$ cat src/rtl/core/kuf_pkg.sv
package kuf_pkg;

  localparam int unsigned NODE_W    = 10;
  localparam int unsigned MAX_NODES = 1024;
  localparam int unsigned RANK_W    = 4;
  localparam int unsigned COST_W    = 16;
  localparam int unsigned TOTAL_W   = 32;
  localparam int unsigned PADDR_W   = 2;

  localparam logic [RANK_W-1:0]  RANK_MAX  = '1;
  localparam logic [PADDR_W-1:0] ADDR_NODE_COUNT = 2'd0;

  // One input edge
  typedef struct packed {
    logic [NODE_W-1:0]        node_a;
    logic [NODE_W-1:0]        node_b;
    logic signed [COST_W-1:0] edge_cost;
    logic                     last_edge;
  } kuf_item_t;

  // One result item
  typedef struct packed {
    logic                      accepted;
    logic [NODE_W-1:0]         out_node_a;
    logic [NODE_W-1:0]         out_node_b;
    logic signed [TOTAL_W-1:0] total_cost;
    logic                      tree_done;
    logic                      last_out;
  } kuf_result_t;

  // Forest entry: rank is meaningful only while parent is zero (a root)
  typedef struct packed {
    logic [RANK_W-1:0] rank;
    logic [NODE_W-1:0] parent;
  } kuf_entry_t;

  // Datapath operations
  typedef enum logic [3:0] {
    DP_NOP,
    DP_FIND_START,
    DP_FIND_NEXT,
    DP_FIND_ROOT,
    DP_COMP_READ,
    DP_COMP_WRITE,
    DP_JOIN,
    DP_RANK_INC,
    DP_EMIT,
    DP_CLEAR
  } kuf_op_e;

  typedef struct packed {
    logic    load;
    kuf_op_e op;
    logic    side;
  } kuf_cmd_t;

  typedef struct packed {
    logic eligible;
    logic parent_zero;
    logic roots_differ;
    logic rank_inc;
    logic clr_last;
    logic last;
  } kuf_sts_t;

endpackage

$ cat src/rtl/core/kuf_ctrl.sv
module kuf_ctrl import kuf_pkg::*; (
  input  logic     clk_i,
  input  logic     rst_ni,
  input  logic     start_i,
  input  kuf_sts_t sts_i,
  output kuf_cmd_t cmd_o,
  output logic     busy_o
);

  typedef enum logic [3:0] {
    ST_CLEAR,
    ST_IDLE,
    ST_CHECK,
    ST_FIND,
    ST_COMP,
    ST_COMP_RD,
    ST_JOIN,
    ST_RANK,
    ST_EMIT
  } state_e;

  state_e state_q, state_d;
  logic   side_q, side_d;

  // Sequence one edge: check, walk A, compress A, walk B, compress B, join, report
  always_comb begin
    state_d    = state_q;
    side_d     = side_q;
    cmd_o.load = 1'b0;
    cmd_o.op   = DP_NOP;
    cmd_o.side = side_q;
    case (state_q)
      ST_CLEAR: begin
        cmd_o.op = DP_CLEAR;
        if (sts_i.clr_last) state_d = ST_IDLE;
      end
      ST_IDLE: begin
        if (start_i) begin
          cmd_o.load = 1'b1;
          state_d    = ST_CHECK;
        end
      end
      ST_CHECK: begin
        if (sts_i.eligible) begin
          cmd_o.op   = DP_FIND_START;
          cmd_o.side = 1'b0;
          side_d     = 1'b0;
          state_d    = ST_FIND;
        end else begin
          state_d = ST_EMIT;
        end
      end
      ST_FIND: begin
        if (sts_i.parent_zero) begin
          cmd_o.op = DP_FIND_ROOT;
          state_d  = ST_COMP;
        end else begin
          cmd_o.op = DP_FIND_NEXT;
        end
      end
      ST_COMP: begin
        if (sts_i.parent_zero) begin
          if (!side_q) begin
            cmd_o.op   = DP_FIND_START;
            cmd_o.side = 1'b1;
            side_d     = 1'b1;
            state_d    = ST_FIND;
          end else begin
            state_d = ST_JOIN;
          end
        end else begin
          cmd_o.op = DP_COMP_WRITE;
          state_d  = ST_COMP_RD;
        end
      end
      ST_COMP_RD: begin
        cmd_o.op = DP_COMP_READ;
        state_d  = ST_COMP;
      end
      ST_JOIN: begin
        if (sts_i.roots_differ) begin
          cmd_o.op = DP_JOIN;
          state_d  = sts_i.rank_inc ? ST_RANK : ST_EMIT;
        end else begin
          state_d = ST_EMIT;
        end
      end
      ST_RANK: begin
        cmd_o.op = DP_RANK_INC;
        state_d  = ST_EMIT;
      end
      ST_EMIT: begin
        cmd_o.op = DP_EMIT;
        state_d  = sts_i.last ? ST_CLEAR : ST_IDLE;
      end
      default: state_d = ST_CLEAR;
    endcase
  end

  // Hold state; start with a clearing pass
  always_ff @(posedge clk_i or negedge rst_ni) begin
    if (!rst_ni) begin
      state_q <= ST_CLEAR;
      side_q  <= 1'b0;
    end else begin
      state_q <= state_d;
      side_q  <= side_d;
    end
  end

  assign busy_o = (state_q != ST_IDLE);

endmodule

$ cat config.mk
export PLATFORM = sky130hd
export DESIGN_NAME = kuf_ctrl
export DESIGN_NICKNAME = d
export VERILOG_FILES = /design/src/rtl/core/kuf_pkg.sv /design/src/rtl/core/kuf_ctrl.sv
export SDC_FILE = /design/constraint.sdc
export NUM_CORES = 1
export LEC_CHECK = 0
export BUFFER_PORTS_ARGS = -buffer_cell sky130_fd_sc_hd__buf_2
export CORE_MARGIN = 1.5
export CORE_UTILIZATION = 30
export DETAILED_ROUTE_END_ITERATION = 12
export GPL_ROUTABILITY_DRIVEN = 0
export GPL_TIMING_DRIVEN = 0
export REMOVE_ABC_BUFFERS = 1
export SYNTH_ARGS = -nofsm -noshare
export SYNTH_HDL_FRONTEND = slang
export SYNTH_SLANG_ARGS = --single-unit
$ cat constraint.sdc
create_clock -name clk_i -period 2 [get_ports clk_i]
set_input_delay 0.4 -clock clk_i [delete_from_list [all_inputs] [get_ports clk_i]]
set_output_delay 0.4 -clock clk_i [all_outputs]
set_load 0.01 [all_outputs]
==> results.sh, run 1 <==
export IMPL_status="complete, no violations"
export IMPL_dp_cells=85
export IMPL_synthArstFlopShare_pct=100
export IMPL_min_path_type="primary input to register"
export IMPL_ff2ff_path_depth=5
export IMPL_antenna_found_initial=0
export IMPL_synthTopCellsByArea="dfrtp_1 (28%), nor2_1 (8.5%), a21oi_1 (5.7%)"
export IMPL_p_leak_nw=0.301
export IMPL_finalSetupViolCount=0
export IMPL_p_per_area_mw_per_mm2=1520
export IMPL_holdPathEnd="state_q[1]"
export IMPL_place_ws_ns=0.178
export IMPL_yosys_register_bits=5
export IMPL_route_detailed_drc=0
export IMPL_nets=93
export IMPL_fin_crit_sh_pct=93.6
export IMPL_die_w_microns=41.3
export IMPL_final_core_util_pct=46.7
export IMPL_stdcell_count=98
export IMPL_relSlewSlack_pct=74.8
export IMPL_grt_pass1_vias=398
export IMPL_clock_sinks=5
export IMPL_num_vias=511
export IMPL_synth_warnings=0
export IMPL_die_height_microns=41.3
export IMPL_io_buffer_count=15
export IMPL_ff_latch_area_sq_um=129
export IMPL_endpoint_kind="output port"
export IMPL_firstDrtPassIters=4
export IMPL_synth_top_cell_area_share_pct=28.5
export IMPL_startpoint_type="register"
export IMPL_hp_start="sts_i[4]"
export IMPL_grt_ovfl_total=0
export IMPL_vdd_drop_max_v=0.000580
export IMPL_grt_start_max_net_pins=15
export IMPL_r2r_start="state_q[0]"
export IMPL_ys_flop_type="dfrtp_1"
export IMPL_totalWireLength_microns=1200
export IMPL_cts_buffers=3
export IMPL_num_rows=13
export IMPL_synthDistinctLibCells=29
export IMPL_cts_buffer_depth=2
export IMPL_tritoncts="built"
export IMPL_drive_gt1_share_pct=41.0
export IMPL_grt_first_pass_wirelength_microns=1770
export IMPL_reg2reg_slack_ns=0.40
export IMPL_clk_latency_ns=0.25
export IMPL_final_common_cell="buf_2"
export IMPL_total_power_mw=0.949
export IMPL_worst_pin_slew_ns=0.375
export IMPL_h_tree_depth=1
export IMPL_coreArea_sq_mm=0.00133
export IMPL_root_buffer="clkbuf_4"
export IMPL_hold_worst_slack_ns=0.463
export IMPL_finalClockSkew_ns=0.00607
export IMPL_min_period_ns=1.87
export IMPL_die_area_sq_mm=0.00170
export IMPL_hold_viol=0
export IMPL_reg2reg_to="state_q[1]"
export IMPL_worst_path_max_fanout=6
export IMPL_final_max_slew_viol_count=0
export IMPL_netlist_instances=58
export IMPL_drt_iter0_drc=9
export IMPL_postPlaceCellArea_sq_um=519
export IMPL_start_util_pct=32.9
export IMPL_syn_to_final_growth_pct=41.9
export IMPL_setup_slack_ns=0.127
export IMPL_worstSetupPathType="register to output port"
export IMPL_drv_cap=0
export IMPL_synth_area_per_cell_sq_um=7.57
export IMPL_hpwl_microns=743
export IMPL_layout_common_cells="buf_2 (15), nor2_1 (10), buf_4 (7), nand2_1 (6), a21oi_1 (5)"
export IMPL_cts_clk_slew_worst_paths_ns=0.04
export IMPL_hold_path_depth=2
export IMPL_io_pins=16
export IMPL_ys_seq_area_share_pct=28.5
export IMPL_syn_area_sq_um=439
export IMPL_synth_edf_count=0
export IMPL_fmax_ghz=0.534
export IMPL_crit_required_ns=1.60
export IMPL_wl_per_cell_microns=12.2
export IMPL_antenna_cells=0
export IMPL_fillers=151
export IMPL_via_per_inst=5.21
export IMPL_setup_tns_ns=0
export IMPL_multi_input_area_sq_um=295
export IMPL_synth_largest_area_cell="dfrtp_1"
export IMPL_arrival_ns=1.47
export IMPL_final_area_sq_um=623
export IMPL_track_usage_pct=16.6
export IMPL_antenna_left=0
## critical path, cell delays in order, from the launching register on
cell and delay (ns):
dfrtp_2 0.43, and2_1 0.20, a311oi_2 0.24, nand2b_1 0.09, a21oi_1 0.12, buf_2 0.14
## flip-flops by register name (all words and copies together), names as in the netlist
signal and count:
state_q 4, side_q 1
## worst max-delay path by stage
stage / start / endpoint / depth (start not counted)
after floorplan: state_q[2] / cmd_o[1] / 4
after global placement: state_q[2] / cmd_o[1] / 5
after detailed placement: state_q[2] / cmd_o[1] / 5
after CTS: state_q[1] / cmd_o[0] / 5
after global routing: state_q[1] / cmd_o[1] / 5
final: state_q[1] / cmd_o[1] / 5
## metal layers
metal / global-route usage (%) / part of all wire (%) / routed length [microns] / vias up
met2: 22.7 / 43 / 512 / 16
met4: 12.1 / 1.8 / 21 / 0
li1: - / - / - / 261
met3: 3.26 / 4.8 / 58 / 2
met1: 22.7 / 51 / 606 / 232
met5: 0 / 0 / 0 / -
## cells by family after synthesis
group | share of synthesized area, %
AO/OA/AOI/OAI | 34.2
buffers and inverters | 5.70
flip-flops | 28.5
multiplexers | 3.42
AND/OR/NAND/NOR | 28.2
## area by class of cell
class	count	area share (%)
clock buffers	4	4.22
multi-input cells	47	47.4
well taps	15	3.01
repair buffers	24	22.9
flip-flops and latches	5	20.7
inverters	3	1.81
## cell usage after synthesis, types with 2 or more instances
cell	number
o21ai_0	2
buf_2	2
a21oi_1	5
nand2_1	6
nand2b_1	2
nor2_1	10
o211ai_1	3
dfrtp_1	5
nor3_1	2
inv_1	2
## where the power goes
| group | total, mW | switching, mW | internal, mW |
|---|---|---|---|
| clock network | 0.124 | 0.0479 | 0.0758 |
| registers | 0.201 | 0.0530 | 0.148 |
| logic | 0.624 | 0.329 | 0.295 |
| total | 0.949 | 0.430 | 0.519 |
## timing repair
item / in CTS / in global routing
cloned: 0 / 0
buffers inserted: 3 / 5
setup endpoints to repair: 2 / 3
gates resized for setup: 3 / 1
hold buffers: 1 / 0
endpoints found under the hold margin: 5 / 0
Note: power is estimated with default switching activity, not from simulation.
==> run 2: changes to the inputs <==
Settings changed: CELL_PAD_IN_SITES_DETAIL_PLACEMENT set to 1, CELL_PAD_IN_SITES_GLOBAL_PLACEMENT set to 1, HOLD_SLACK_MARGIN set to 0.08, PLACE_DENSITY_LB_ADDON set to 0.1.
==> results.sh, run 2 (synthesized netlist as in run 1, its figures left out) <==
export IMPL_hold_path_depth=2
export IMPL_antenna_left=0
export IMPL_relSlewSlack_pct=75.7
export IMPL_final_core_util_pct=45.8
export IMPL_tritoncts="built"
export IMPL_drive_gt1_share_pct=39.5
export IMPL_vdd_drop_max_v=0.000604
export IMPL_p_per_area_mw_per_mm2=1530
export IMPL_grt_first_pass_wirelength_microns=1900
export IMPL_crit_path_start="state_q[1]"
export IMPL_drv_cap=0
export IMPL_holdPathEnd="state_q[1]"
export IMPL_worst_pin_slew_ns=0.361
export IMPL_cp_cell_sequence="and2_1, a311oi_2, nand2b_1, a21oi_1, buf_2"
export IMPL_die_area_sq_mm=0.00170
export IMPL_total_power_mw=0.936
export IMPL_top_register="state_q"
export IMPL_fmax_ghz=0.515
export IMPL_largest_reg_flops=4
export IMPL_die_height_microns=41.3
export IMPL_path_delay_family="flip-flops"
export IMPL_num_vias=519
export IMPL_postPlaceCellArea_sq_um=519
export IMPL_grt_use_met3_pct=3.80
export IMPL_hpwl_microns=963
export IMPL_worst_path_max_fanout=7
export IMPL_syn_to_final_growth_pct=39.0
export IMPL_min_path_type="primary input to register"
export IMPL_place_ws_ns=0.167
export IMPL_crit_required_ns=1.60
export IMPL_wl_per_cell_microns=13.6
export IMPL_cts_clk_slew_worst_paths_ns=0.04
export IMPL_fin_crit_sh_pct=97.1
export IMPL_min_period_ns=1.94
export IMPL_cp_num_buf_inv=1
export IMPL_track_usage_pct=17.4
export IMPL_grt_start_max_net_pins=17
export IMPL_startpoint_type="register"
export IMPL_hp_start="sts_i[4]"
export IMPL_reg2reg_to="state_q[1]"
export IMPL_io_buffer_count=15
export IMPL_reg2reg_slack_ns=0.39
export IMPL_firstDrtPassIters=4
export IMPL_antenna_found_initial=0
export IMPL_grtUsageMet1_pct=23.0
export IMPL_final_area_sq_um=611
export IMPL_final_common_cell="buf_2"
export IMPL_clock_sinks=5
export IMPL_ff2ff_path_depth=5
export IMPL_root_buffer="clkbuf_4"
export IMPL_fillers=183
export IMPL_reg_largest_list="state_q x4, side_q x1"
export IMPL_via_per_inst=5.41
export IMPL_grt_use_met2_pct=27.0
export IMPL_top_usage_layer="met2"
export IMPL_hold_viol=0
export IMPL_endpoint_kind="output port"
export IMPL_start_util_pct=32.9
export IMPL_h_tree_depth=1
export IMPL_layout_common_cells="buf_2 (15), nor2_1 (10), nand2_1 (6), buf_4 (6), a21oi_1 (5)"
export IMPL_finalSetupViolCount=0
export IMPL_status="complete, no violations"
export IMPL_cts_buffer_depth=2
export IMPL_p_leak_nw=0.291
export IMPL_antenna_cells=0
export IMPL_die_w_microns=41.3
export IMPL_hold_worst_slack_ns=0.457
export IMPL_worstSetupPathType="register to output port"
export IMPL_grt_pass1_vias=413
export IMPL_clk_latency_ns=0.24
export IMPL_num_rows=13
export IMPL_nets=91
export IMPL_cp_depth=5
export IMPL_final_max_slew_viol_count=0
export IMPL_critPathMaxStageDelay_ns=0.44
export IMPL_finalClockSkew_ns=0.000181
export IMPL_route_detailed_drc=0
export IMPL_drt_iter0_drc=15
export IMPL_r2r_start="state_q[0]"
export IMPL_totalWireLength_microns=1310
export IMPL_io_pins=16
export IMPL_cts_buffers=3
export IMPL_coreArea_sq_mm=0.00133
export IMPL_grt_ovfl_total=0
export IMPL_slowest_stage="dfrtp_2"
export IMPL_arrival_ns=1.54
export IMPL_setup_slack_ns=0.0572
[run 2: cell count changes in the layout (fill, tap and decap cells not counted), sizes merged]
cell / change
buf: -1
clkbuf: -1
[run 2: layout make-up]
class,instances,area [sq um],share of cell area [%]
Multi-Input combinational cell,47,295,48.4
Timing Repair Buffer,22,130,21.3
Sequential cell,5,129,21.1
Clock buffer,4,26.3,4.30
Tap cell,15,18.8,3.07
Inverter,3,11.3,1.84
[run 2: worst max path at each step]
stage,endpoint,slack (ns)
final,cmd_o[1],0.06
after global routing,cmd_o[1],-0.02
after detailed placement,cmd_o[1],0.17
after global placement,cmd_o[1],0.14
after CTS,cmd_o[0],0.009
after floorplan,cmd_o[1],0.37
[run 2: worst register-to-register path, cell delays in order (launching register included)]
cell	delay, ns
dfrtp_2	0.42
buf_4	0.17
mux2_4	0.30
o32a_1	0.30
o22ai_2	0.18
o32ai_1	0.12
[run 2: power breakdown]
| part | switching [mW] | internal, mW |
|---|---|---|
| combinational | 0.329 | 0.281 |
| clock | 0.0425 | 0.0755 |
| sequential | 0.0587 | 0.148 |
[run 2: repair_timing]
action / CTS / global route
gates resized for setup: 3 / 1
buffers inserted: 0 / 6
hold endpoints to repair: 5 / 0
hold buffers: 1 / 0
setup endpoints to repair: 2 / 3
pin swaps: 0 / 1
[run 2: layer usage]
metal  share of wire (%)  up-vias  routed length (microns)
met5                   0        -                        0
met4                0.76        0                       10
met3                 4.1        2                       54
met2                  47       13                      620
met1                  48      245                      625
li1                    -      259                        -
[run 2: through the flow]
stage / cells / setup TNS [ns]
after floorplan: 55 / 0
after global placement: 85 / 0
after detailed placement: 85 / 0
after CTS: 90 / 0
after global routing: 96 / -0.0150
final: 96 / 0
